## config.mk

```make
export PLATFORM = sky130hd
export DESIGN_NAME = hsv_hue_breathing_animator
export DESIGN_NICKNAME = d
export VERILOG_FILES = /design/src/rtl/core/hsvba_pkg.sv /design/src/rtl/core/hsv_hue_breathing_animator.sv /design/src/rtl/core/hsvba_chan.sv
export VERILOG_INCLUDE_DIRS = /design/src /design/src/rtl/core
export SDC_FILE = /design/constraint.sdc
export NUM_CORES = 2
export LEC_CHECK = 0
export BUFFER_PORTS_ARGS = -buffer_cell sky130_fd_sc_hd__clkbuf_2
export CORE_MARGIN = 5
export CORE_UTILIZATION = 55
export CTS_CLUSTER_SIZE = 10
export DETAILED_ROUTE_END_ITERATION = 12
export HOLD_SLACK_MARGIN = 0.1
export MAX_ROUTING_LAYER = met4
export PLACE_DENSITY = 0.67
export REMOVE_ABC_BUFFERS = 1
export SKIP_LAST_GASP = 1
export SYNTH_ARGS = -nofsm -noshare
export SYNTH_HDL_FRONTEND = slang
export SYNTH_SLANG_ARGS = --single-unit
```

## constraint.sdc

```tcl
create_clock -name i_clk -period 14.6 [get_ports i_clk]
set_input_delay 0 -clock i_clk [delete_from_list [all_inputs] [get_ports i_clk]]
set_output_delay 0 -clock i_clk [all_outputs]
set_load 0.02 [all_outputs]
```

## src/rtl/core/hsv_hue_breathing_animator_macros.svh

```systemverilog
// Assertion macros shared by the animator RTL.
`ifndef HSV_HUE_BREATHING_ANIMATOR_MACROS_SVH
`define HSV_HUE_BREATHING_ANIMATOR_MACROS_SVH

// Check a property on every rising edge of i_clk outside reset.
`define HSVBA_ASSERT(lbl, prop, msg) \
    lbl: assert property (@(posedge i_clk) disable iff (!i_rst_n) (prop)) else $error(msg);

// Check that a condition never holds outside reset.
`define HSVBA_NEVER(lbl, cond, msg) \
    lbl: assert property (@(posedge i_clk) disable iff (!i_rst_n) !(cond)) else $error(msg);

`endif

```

## src/rtl/core/hsvba_pkg.sv

```systemverilog
// Package: widths, constants and register codes of the hue breathing animator.
package hsvba_pkg;

    localparam int NOW_W   = 32;
    localparam int HUE_W   = 16;
    localparam int STEP_W  = 10;
    localparam int VAL_W   = 14;
    localparam int DLY_W   = 16;
    localparam int CHAN_W  = 8;
    localparam int CFG_IDX_W  = 3;
    localparam int CFG_DATA_W = 16;

    localparam int TICK_WIDTH_DEF = 32;

    // channel unit: value (14 bit) times multiplier (13 bit), times 255, over 6e7
    localparam int MULT_W = 13;
    localparam int PROD_W = VAL_W + MULT_W;
    localparam int NUM_W  = PROD_W + CHAN_W;
    localparam int QUO_W  = CHAN_W + 1;

    localparam logic [HUE_W-1:0]  HUE_FULL   = 16'd36000;
    localparam logic [HUE_W-1:0]  HUE_SECTOR = 16'd6000;
    localparam logic [NUM_W-1:0]  DIV_ONE    = 35'd60000000;

    localparam logic [HUE_W-1:0]  RST_HUE_LOW    = 16'd22000;
    localparam logic [HUE_W-1:0]  RST_HUE_HIGH   = 16'd26000;
    localparam logic [STEP_W-1:0] RST_HUE_STEP   = 10'd1;
    localparam logic [VAL_W-1:0]  RST_VALUE_MAX  = 14'd5000;
    localparam logic [VAL_W-1:0]  RST_VALUE_STEP = 14'd1;
    localparam logic [DLY_W-1:0]  RST_IDLE_DELAY = 16'd5000;
    localparam logic [HUE_W-1:0]  RST_HUE_NOW    = 16'd24000;
    localparam logic [VAL_W-1:0]  RST_BRIGHT     = 14'd5000;

    typedef enum logic [CFG_IDX_W-1:0] {
        CFG_HUE_LOW    = 3'd0,
        CFG_HUE_HIGH   = 3'd1,
        CFG_HUE_STEP   = 3'd2,
        CFG_VALUE_MAX  = 3'd3,
        CFG_VALUE_STEP = 3'd4,
        CFG_IDLE_DELAY = 3'd5
    } t_cfg_idx;

endpackage

```

## src/rtl/core/hsv_hue_breathing_animator.sv

```systemverilog
// Top level: HSV hue breathing animator for one RGB LED.
//
//  channel | handshake                 | payload
//  --------+---------------------------+--------------------------------
//  in      | i_in_valid / o_in_ready   | i_action, i_now_ms
//  out     | o_out_valid / i_out_ready | o_red, o_green, o_blue
//  cfg     | i_cfg_valid / o_cfg_ready | i_cfg_index, i_cfg_data
//
// An off item goes straight to FINISH. An idle item runs the bit-serial timer
// compare, the hue sector search, and then the three parallel channel units
// (a 13-bit multiply, a scale and a 9-bit divide, plus start and hand-over).
// An idle item before the delay has passed ends after the timer compare.
// One item is worked on at a time; the next is taken once the result sits in
// the output register. A stalled output holds the next result in FINISH.
// Reset is synchronous and needs no clearing pass; cfg is always ready.
module hsv_hue_breathing_animator
    import hsvba_pkg::*;
#(
    parameter int TICK_WIDTH = TICK_WIDTH_DEF
) (
    input  logic                  i_clk,
    input  logic                  i_rst_n,
    input  logic                  i_in_valid,
    output logic                  o_in_ready,
    input  logic                  i_action,
    input  logic [NOW_W-1:0]      i_now_ms,
    output logic                  o_out_valid,
    input  logic                  i_out_ready,
    output logic [CHAN_W-1:0]     o_red,
    output logic [CHAN_W-1:0]     o_green,
    output logic [CHAN_W-1:0]     o_blue,
    input  logic                  i_cfg_valid,
    output logic                  o_cfg_ready,
    input  logic [CFG_IDX_W-1:0]  i_cfg_index,
    input  logic [CFG_DATA_W-1:0] i_cfg_data
);

`include "hsv_hue_breathing_animator_macros.svh"

    localparam int CNT_W    = $clog2(TICK_WIDTH);
    localparam int NOW_TAKE = (TICK_WIDTH < NOW_W) ? TICK_WIDTH : NOW_W;

    typedef enum logic [2:0] {
        S_IDLE,
        S_TIMER,
        S_REDUCE,
        S_CONVERT,
        S_FINISH
    } t_state;

    // configuration registers
    logic [HUE_W-1:0]  r_hue_low;
    logic [HUE_W-1:0]  r_hue_high;
    logic [STEP_W-1:0] r_hue_step;
    logic [VAL_W-1:0]  r_value_max;
    logic [VAL_W-1:0]  r_value_step;
    logic [DLY_W-1:0]  r_idle_delay;

    // animation state
    logic [HUE_W-1:0]      r_hue;
    logic                  r_falling;
    logic [VAL_W-1:0]      r_bright;
    logic [TICK_WIDTH-1:0] r_idle_start;

    // sequencer and datapath
    t_state                r_state;
    logic                  r_act;
    logic [CNT_W-1:0]      r_bit_cnt;
    logic [TICK_WIDTH-1:0] r_sh_a;
    logic [TICK_WIDTH-1:0] r_sh_d;
    logic [TICK_WIDTH-1:0] r_sh_b;
    logic                  r_carry;
    logic                  r_lt;
    logic [HUE_W-1:0]      r_hw;
    logic [2:0]            r_sector;
    logic                  r_chan_start;
    logic [CHAN_W-1:0]     r_res_r;
    logic [CHAN_W-1:0]     r_res_g;
    logic [CHAN_W-1:0]     r_res_b;
    logic                  r_out_valid;

    logic [TICK_WIDTH-1:0] w_now;
    logic                  w_sum_bit;
    logic                  w_carry_nx;
    logic                  w_lt_nx;
    logic [MULT_W-1:0]     w_rem;
    logic [MULT_W-1:0]     w_m_fall;
    logic                  w_done_full;
    logic                  w_done_rise;
    logic                  w_done_fall;
    logic [CHAN_W-1:0]     w_full;
    logic [CHAN_W-1:0]     w_rise;
    logic [CHAN_W-1:0]     w_fall;
    logic [HUE_W:0]        w_hue_sum;
    logic [HUE_W-1:0]      w_hue_up;
    logic [HUE_W-1:0]      w_hue_dn;
    logic [HUE_W-1:0]      w_hue_new;
    logic                  w_turn;
    logic [VAL_W:0]        w_bright_sum;
    logic                  w_out_free;

    assign o_in_ready  = (r_state == S_IDLE);
    assign o_cfg_ready = 1'b1;
    assign o_out_valid = r_out_valid;

    assign w_now = TICK_WIDTH'(i_now_ms[NOW_TAKE-1:0]);

    // serial adder of start and delay, LSB first, with a running compare to now
    assign w_sum_bit  = r_sh_a[0] ^ r_sh_d[0] ^ r_carry;
    assign w_carry_nx = (r_sh_a[0] & r_sh_d[0]) | (r_sh_a[0] & r_carry)
                        | (r_sh_d[0] & r_carry);
    assign w_lt_nx    = (w_sum_bit != r_sh_b[0]) ? r_sh_b[0] : r_lt;

    assign w_rem    = r_hw[MULT_W-1:0];
    assign w_m_fall = HUE_SECTOR[MULT_W-1:0] - w_rem;

    // hue and brightness steps, applied when an idle result leaves
    assign w_hue_sum = {1'b0, r_hue} + (HUE_W+1)'(r_hue_step);
    assign w_hue_up  = w_hue_sum[HUE_W] ? {HUE_W{1'b1}} : w_hue_sum[HUE_W-1:0];
    assign w_hue_dn  = (HUE_W'(r_hue_step) > r_hue) ? '0 : r_hue - HUE_W'(r_hue_step);
    assign w_hue_new = r_falling ? w_hue_dn : w_hue_up;
    assign w_turn    = (w_hue_new > r_hue_high) || (w_hue_new < r_hue_low);
    assign w_bright_sum = {1'b0, r_bright} + {1'b0, r_value_step};

    assign w_out_free = !r_out_valid || i_out_ready;

    // full uses 6000 as multiplier: v*6000*255/6e7 is v*255/1e4 exactly
    hsvba_chan u_full (
        .i_clk   (i_clk),
        .i_rst_n (i_rst_n),
        .i_start (r_chan_start),
        .i_value (r_bright),
        .i_mult  (HUE_SECTOR[MULT_W-1:0]),
        .o_done  (w_done_full),
        .o_level (w_full)
    );

    hsvba_chan u_rise (
        .i_clk   (i_clk),
        .i_rst_n (i_rst_n),
        .i_start (r_chan_start),
        .i_value (r_bright),
        .i_mult  (w_rem),
        .o_done  (w_done_rise),
        .o_level (w_rise)
    );

    hsvba_chan u_fall (
        .i_clk   (i_clk),
        .i_rst_n (i_rst_n),
        .i_start (r_chan_start),
        .i_value (r_bright),
        .i_mult  (w_m_fall),
        .o_done  (w_done_fall),
        .o_level (w_fall)
    );

    // configuration writes; unknown indexes are dropped
    always_ff @(posedge i_clk) begin
        if (!i_rst_n) begin
            r_hue_low    <= RST_HUE_LOW;
            r_hue_high   <= RST_HUE_HIGH;
            r_hue_step   <= RST_HUE_STEP;
            r_value_max  <= RST_VALUE_MAX;
            r_value_step <= RST_VALUE_STEP;
            r_idle_delay <= RST_IDLE_DELAY;
        end else if (i_cfg_valid) begin
            unique case (i_cfg_index)
                CFG_HUE_LOW:    r_hue_low    <= i_cfg_data[HUE_W-1:0];
                CFG_HUE_HIGH:   r_hue_high   <= i_cfg_data[HUE_W-1:0];
                CFG_HUE_STEP:   r_hue_step   <= i_cfg_data[STEP_W-1:0];
                CFG_VALUE_MAX:  r_value_max  <= i_cfg_data[VAL_W-1:0];
                CFG_VALUE_STEP: r_value_step <= i_cfg_data[VAL_W-1:0];
                CFG_IDLE_DELAY: r_idle_delay <= i_cfg_data[DLY_W-1:0];
                default: ;
            endcase
        end
    end

    // sequencer, animation state and output register
    always_ff @(posedge i_clk) begin
        if (!i_rst_n) begin
            r_state      <= S_IDLE;
            r_out_valid  <= 1'b0;
            r_chan_start <= 1'b0;
            r_hue        <= RST_HUE_NOW;
            r_falling    <= 1'b0;
            r_bright     <= RST_BRIGHT;
            r_idle_start <= '0;
        end else begin
            r_chan_start <= 1'b0;
            if (r_out_valid && i_out_ready) begin
                r_out_valid <= 1'b0;
            end
            unique case (r_state)
                S_IDLE: begin
                    if (i_in_valid) begin
                        r_act <= i_action;
                        if (!i_action) begin
                            // off: black, restart the timer, drop brightness
                            r_idle_start <= w_now;
                            r_bright     <= '0;
                            r_res_r      <= '0;
                            r_res_g      <= '0;
                            r_res_b      <= '0;
                            r_state      <= S_FINISH;
                        end else begin
                            r_sh_a    <= r_idle_start;
                            r_sh_d    <= TICK_WIDTH'(r_idle_delay);
                            r_sh_b    <= w_now;
                            r_carry   <= 1'b0;
                            r_lt      <= 1'b0;
                            r_bit_cnt <= CNT_W'(TICK_WIDTH - 1);
                            r_state   <= S_TIMER;
                        end
                    end
                end
                S_TIMER: begin
                    r_sh_a  <= r_sh_a >> 1;
                    r_sh_d  <= r_sh_d >> 1;
                    r_sh_b  <= r_sh_b >> 1;
                    r_carry <= w_carry_nx;
                    r_lt    <= w_lt_nx;
                    if (r_bit_cnt == '0) begin
                        // delay passed: go on to the hue; not yet passed: drop the item without a result
                        if (w_lt_nx) begin
                            r_hw     <= r_hue;
                            r_sector <= '0;
                            r_state  <= S_REDUCE;
                        end else begin
                            r_state <= S_IDLE;
                        end
                    end else begin
                        r_bit_cnt <= r_bit_cnt - 1'b1;
                    end
                end
                S_REDUCE: begin
                    // fold a full turn once, then count sectors
                    if (r_hw >= HUE_FULL) begin
                        r_hw <= r_hw - HUE_FULL;
                    end else if (r_hw >= HUE_SECTOR) begin
                        r_hw     <= r_hw - HUE_SECTOR;
                        r_sector <= r_sector + 1'b1;
                    end else begin
                        r_chan_start <= 1'b1;
                        r_state      <= S_CONVERT;
                    end
                end
                S_CONVERT: begin
                    if (w_done_full) begin
                        unique case (r_sector)
                            3'd0: begin
                                r_res_r <= w_full; r_res_g <= w_rise; r_res_b <= '0;
                            end
                            3'd1: begin
                                r_res_r <= w_fall; r_res_g <= w_full; r_res_b <= '0;
                            end
                            3'd2: begin
                                r_res_r <= '0; r_res_g <= w_full; r_res_b <= w_rise;
                            end
                            3'd3: begin
                                r_res_r <= '0; r_res_g <= w_fall; r_res_b <= w_full;
                            end
                            3'd4: begin
                                r_res_r <= w_rise; r_res_g <= '0; r_res_b <= w_full;
                            end
                            default: begin
                                r_res_r <= w_full; r_res_g <= '0; r_res_b <= w_fall;
                            end
                        endcase
                        r_state <= S_FINISH;
                    end
                end
                S_FINISH: begin
                    // hold until the output register is free
                    if (w_out_free) begin
                        o_red       <= r_res_r;
                        o_green     <= r_res_g;
                        o_blue      <= r_res_b;
                        r_out_valid <= 1'b1;
                        if (r_act) begin
                            r_hue <= w_hue_new;
                            if (w_turn) begin
                                r_falling <= !r_falling;
                            end
                            if (r_bright < r_value_max) begin
                                r_bright <= w_bright_sum[VAL_W] ? {VAL_W{1'b1}}
                                                                : w_bright_sum[VAL_W-1:0];
                            end
                        end
                        r_state <= S_IDLE;
                    end
                end
                default: r_state <= S_IDLE;
            endcase
        end
    end

    `HSVBA_ASSERT(a_load_from_finish, $rose(r_out_valid) |-> $past(r_state == S_FINISH), "result loaded outside FINISH")
    `HSVBA_ASSERT(a_off_clears_value, (i_in_valid && o_in_ready && !i_action) |=> (r_bright == '0), "off item left brightness")
    `HSVBA_ASSERT(a_lanes_in_step, (w_done_full == w_done_rise) && (w_done_rise == w_done_fall), "channel units out of step")
    `HSVBA_ASSERT(a_convert_to_finish, (r_state == S_CONVERT && w_done_full) |=> (r_state == S_FINISH), "conversion not handed over")

endmodule

```

## src/rtl/core/hsvba_chan.sv

```systemverilog
// Channel level unit: bit-serial floor(value * mult * 255 / 6e7), saturated to 8 bits.
module hsvba_chan
    import hsvba_pkg::*;
(
    input  logic              i_clk,
    input  logic              i_rst_n,
    input  logic              i_start,
    input  logic [VAL_W-1:0]  i_value,
    input  logic [MULT_W-1:0] i_mult,
    output logic              o_done,
    output logic [CHAN_W-1:0] o_level
);

    localparam int CNT_W = $clog2(MULT_W);
    localparam logic [NUM_W-2:0] DIV_TOP = DIV_ONE[NUM_W-2:0] << (QUO_W - 1);

    typedef enum logic [1:0] {
        C_IDLE,
        C_MUL,
        C_SCALE,
        C_DIV
    } t_phase;

    t_phase             r_phase;
    logic [CNT_W-1:0]   r_cnt;
    logic [VAL_W-1:0]   r_value;
    logic [MULT_W-1:0]  r_mult;
    logic [PROD_W-1:0]  r_prod;
    logic [NUM_W-1:0]   r_num;
    logic [NUM_W-2:0]   r_div;
    logic [QUO_W-1:0]   r_quo;
    logic               w_fit;

    assign w_fit   = (r_num >= {1'b0, r_div});
    assign o_level = (|r_quo[QUO_W-1:CHAN_W]) ? {CHAN_W{1'b1}} : r_quo[CHAN_W-1:0];

    always_ff @(posedge i_clk) begin
        if (!i_rst_n) begin
            r_phase <= C_IDLE;
            o_done  <= 1'b0;
        end else begin
            o_done <= 1'b0;
            unique case (r_phase)
                C_IDLE: begin
                    if (i_start) begin
                        r_value <= i_value;
                        r_mult  <= i_mult;
                        r_prod  <= '0;
                        r_cnt   <= CNT_W'(MULT_W - 1);
                        r_phase <= C_MUL;
                    end
                end
                C_MUL: begin
                    // multiplier MSB first: shift the sum, add value on a one
                    r_prod <= {r_prod[PROD_W-2:0], 1'b0}
                              + (r_mult[MULT_W-1] ? PROD_W'(r_value) : '0);
                    r_mult <= {r_mult[MULT_W-2:0], 1'b0};
                    if (r_cnt == '0) begin
                        r_phase <= C_SCALE;
                    end else begin
                        r_cnt <= r_cnt - 1'b1;
                    end
                end
                C_SCALE: begin
                    // times 255 as times 256 less one
                    r_num   <= (NUM_W'(r_prod) << CHAN_W) - NUM_W'(r_prod);
                    r_div   <= DIV_TOP;
                    r_quo   <= '0;
                    r_cnt   <= CNT_W'(QUO_W - 1);
                    r_phase <= C_DIV;
                end
                C_DIV: begin
                    // restoring division, one quotient bit a cycle
                    if (w_fit) begin
                        r_num <= r_num - {1'b0, r_div};
                    end
                    r_quo <= {r_quo[QUO_W-2:0], w_fit};
                    r_div <= r_div >> 1;
                    if (r_cnt == '0) begin
                        o_done  <= 1'b1;
                        r_phase <= C_IDLE;
                    end else begin
                        r_cnt <= r_cnt - 1'b1;
                    end
                end
                default: r_phase <= C_IDLE;
            endcase
        end
    end

endmodule

```

==> implementation parameters <==
Parameter                              Value

Status
  Status ... completed

Yosys
  Number of enable flip-flop cells after synthesis ... around 560
  Mux share of post-synthesis cell area ... ~2.7%
  Cell accounting for the most synthesized area ... sky130_fd_sc_hd__edfxtp_1
  Unique cell type count in the Yosys netlist ... 86
  Largest family of logic cells by synthesized area ... compound AO/OA/AOI/OAI gates
  Area contributors post-synth ... sky130_fd_sc_hd__edfxtp_1, sky130_fd_sc_hd__ha_1, sky130_fd_sc_hd__dfxtp_1
  Total standard cell area after synthesis ... ~43000 µm²
  Primary FF master, synth ... sky130_fd_sc_hd__edfxtp_1
  Proportion of synthesized chip area in sequential cells ... a little under half
  Fraction of the mapped netlist area in adder cells ... a little under a tenth
  Area share of the largest cell type after synthesis ... between 30% and 40%
  Simple logic cell fraction of the synthesized area ... 16.0%
  Flip-flop and latch count after synthesis ... between 700 and 800
  Compound-cell area share of the yosys netlist ... between 10% and 20%
  Share of async-settable or async-resettable flops after synthesis ... 0%
  Count of yosys warnings during synthesis ... 0
  Post-synthesis instance total ... between 4000 and 5000
  Avg Inst Size Synth ... roughly 9.7 µm²
  Xor/xnor share of the synthesized area ... 5.62%

Global routing
  Wire length of the first global-routing pass ... around 160 mm
  Final global-route overflow total ... 0
  Maximum number of pins on one net before global-route repair ... 77
  Number of global-route vias before repair ... roughly 31000
  Total GRT Usage ... about a quarter
  Number of antenna violations at the first check in global routing ... 2

Pwr
  Overall power after layout ... ~0.0051 W
  Maximum VDD drop ... approximately 0.13 mV
  Static Leak ... between 15 and 20 nW
  Pwr dens ... about 100 nW/µm²

Worst hold path
  Worst hold-check path type ... in2reg
  Worst hold endpoint ... r_hue_low[14]$_SDFFE_PN1P_
  Worst hold path stage count ... 4
  Startpoint of the tightest hold check path ... i_cfg_data[14]

Cells and area
  Area grow syn2layout ... 11.5%
  Leading cell types in the layout, fill and taps excluded ... sky130_fd_sc_hd__edfxtp_1, sky130_fd_sc_hd__nand2_1, sky130_fd_sc_hd__nor2_1
  NumNets Final ... slightly below 5000
  Layout cell share with drive strength beyond 1 ... under 10%
  Most frequent standard cell in the layout excluding fill and tap cells ... sky130_fd_sc_hd__edfxtp_1

Setup path
  Crit path max fanout ... 10
  Reg-to-Reg Start ... r_hue[0]$_SDFFE_PN0P_
  Number of cells on the worst reg-to-reg path ... 21
  Type of element launching the critical path ... register
  Required time at the endpoint of the critical path ... approximately 15 ns
  Critical Setup Path Class ... reg2reg
  Worst endpoint data arrival time ... between 5 and 6 ns
  Capturing element type of the critical path ... register
  Flop2flop setup slack ... around 9.6 ns
  R2r endpoint ... r_falling$_SDFFE_PN0P_

Routing
  Wirelength, routed ... between 100 and 150 mm
  Mean number of vias per cell ... around 5.7
  DRC marker count from the first detailed-route iteration ... roughly 2300
  Length of the first detailed-routing pass in iterations ... 5
  Drt wl/cell ... about 18 µm
  Total via count after detailed routing ... between 30000 and 40000
  # DRC ... 0
  Remaining antenna violation count ... 0

CTS
  Number of buffers created by CTS ... 84
  Resize count post-CTS ... 0
  Number of buffers inserted by post-CTS setup repair ... 0
  Latest clock arrival within the worst-skew pair ... between 0.6 and 0.7 ns
  Clock-pin slew on the worst setup and hold paths ... about 0.06 ns
  CTS Buffer Depth ... 3
  TritonCTS clock tree ... yes
  Cell chosen for the clock root ... sky130_fd_sc_hd__clkbuf_16
  Number of H-tree levels ... 3
  CTS Hold Buffers Added ... around 100
  Clock sinks ... 720

Timing
  Post-route clock skew ... approximately 0.048 ns
  Actual transition at the worst max-transition pin ... about 1.3 ns
  Final critical path time including I/O delays and setup ... between 5 and 6 ns
  Final Setup Violations ... 0
  Setup repair after global routing missed its margin ... false
  Max-slew violation total from the final report ... 0
  Final Hold Violating Endpoints ... 0
  Headroom to the max-slew limit ... approximately 12%
  Fin crit share ... approximately a third
  Aggregate negative setup slack ... 0 ns
  Peak Freq ... between 150 and 200 MHz

Floorplan
  Floorplan die width ... roughly 290 µm
  Die footprint ... around 85000 µm²
  Starting Density ... a little under three fifths
  Standard-cell rows ... between 100 and 150
  I/O pin total ... 84
  DIE HEIGHT ... between 200 and 300 µm
  Floorplan Core Area ... a little under 80000 µm²

Placed design
  Port-buffer cells ... 82
  Placer Congestion ... approximately 0.93
  HPWL after DPL ... 70.1 mm

Job
  Count of maximum capacitance violations ... 0
==> critical path, stage by stage (launching register included) <==
cell	delay (ns)
sky130_fd_sc_hd__dfxtp_1	0.33
sky130_fd_sc_hd__inv_1	0.08
sky130_fd_sc_hd__ha_1	0.17
sky130_fd_sc_hd__inv_1	0.06
sky130_fd_sc_hd__fa_1	0.43
sky130_fd_sc_hd__a211oi_1	0.34
sky130_fd_sc_hd__o21ai_1	0.16
sky130_fd_sc_hd__a31o_2	0.30
sky130_fd_sc_hd__a41oi_1	0.69
sky130_fd_sc_hd__nor2b_1	0.23
sky130_fd_sc_hd__a21oi_1	0.26
sky130_fd_sc_hd__inv_1	0.13
sky130_fd_sc_hd__ha_1	0.30
sky130_fd_sc_hd__a21o_1	0.16
sky130_fd_sc_hd__a21o_1	0.17
sky130_fd_sc_hd__a21oi_1	0.15
sky130_fd_sc_hd__nor2_1	0.06
sky130_fd_sc_hd__a2111oi_0	0.39
sky130_fd_sc_hd__nor2_1	0.09
sky130_fd_sc_hd__nor3_1	0.19
sky130_fd_sc_hd__a22oi_1	0.15
sky130_fd_sc_hd__mux2i_1	0.13
==> how the worst max path moves through the flow <==
stage,startpoint,depth (start not counted),end
final,r_hue[0]$_SDFFE_PN0P_,21,r_falling$_SDFFE_PN0P_
after global routing,r_hue[0]$_SDFFE_PN0P_,21,r_falling$_SDFFE_PN0P_
after CTS,r_hue[0]$_SDFFE_PN0P_,21,r_falling$_SDFFE_PN0P_
after detailed placement,r_hue[0]$_SDFFE_PN0P_,21,r_falling$_SDFFE_PN0P_
after global placement,r_hue[0]$_SDFFE_PN0P_,21,r_falling$_SDFFE_PN0P_
after floorplan,r_state[0]$_SDFFE_PN0P_,3,r_carry$_SDFFCE_PN0P_
==> power breakdown <==
part | switching, W | total, W | internal (W)
Clock | 0.000855 | 0.00196 | 0.00111
Combinational | 0.000404 | 0.000688 | 0.000283
Sequential | 0.0000571 | 0.00241 | 0.00235
==> cell type report <==
class / instances / area, µm²
tap: 1050 / 1310
antenna: 2 / 5.00
clock buffer: 144 / 2360
sequential: 720 / 20000
timing repair buffer: 215 / 1670
fill: 6698 / 30300
inverter: 313 / 1170
clock inverter: 10 / 193
multi-input combinational: 3265 / 21600
==> cell families after synthesis <==
family,count (synthesis)
AO/OA/AOI/OAI,1097
XOR/XNOR,278
adder cells (fa/ha/maj),316
buffers and inverters,478
flip-flops,720
multiplexers,104
other,1
AND/OR/NAND/NOR,1469
==> through the flow <==
stage               util (%)  std cells  setup slack [ns]  cell area (µm²)  hold slack [ns]
finish                  61.5       5719              9.56            48400            0.147
global route            61.5       5719              9.13            48400            0.162
CTS                     61.5       5717              9.58            48300            0.101
detailed placement      57.0       5461              9.54            44800            0.240
global placement        57.0       5461              9.69            44800            0.237
floorplan                  -       4298              3.79            42700           0.0718
==> synth_stat cells (all sizes together) (41+ instances only) <==
library cell,number
nand2,501
a21boi,116
nand3,67
a21o,95
xor2,96
o21a,48
dfxtp,161
ha,306
edfxtp,559
nor3,93
o21ai,283
mux2,87
a21oi,260
nor2,371
inv,313
nor2b,55
xnor2,182
nand4,41
nand2b,56
a31oi,44
and3,46
clkbuf,149
and2,127
o211ai,49
==> state kept, by name, indices dropped and copies added (netlist names), 32 cells and up <==
| register | flops |
|---|---|
| u_full.r_num | 35 |
| u_fall.r_div | 34 |
| u_full.r_div | 34 |
| r_sh_b | 32 |
| u_fall.r_num | 35 |
| r_idle_start | 32 |
| u_rise.r_num | 35 |
| r_sh_a | 32 |
| u_rise.r_div | 34 |
==> metal layers <==
metal,wire (µm),vias up,track usage [%]
li1,-,16222,-
met1,48400,15636,33.5
met2,45100,801,37.1
met3,4900,158,2.91
met4,2570,0,6.48
met5,0,-,-
(Power assumes the default switching activity.)
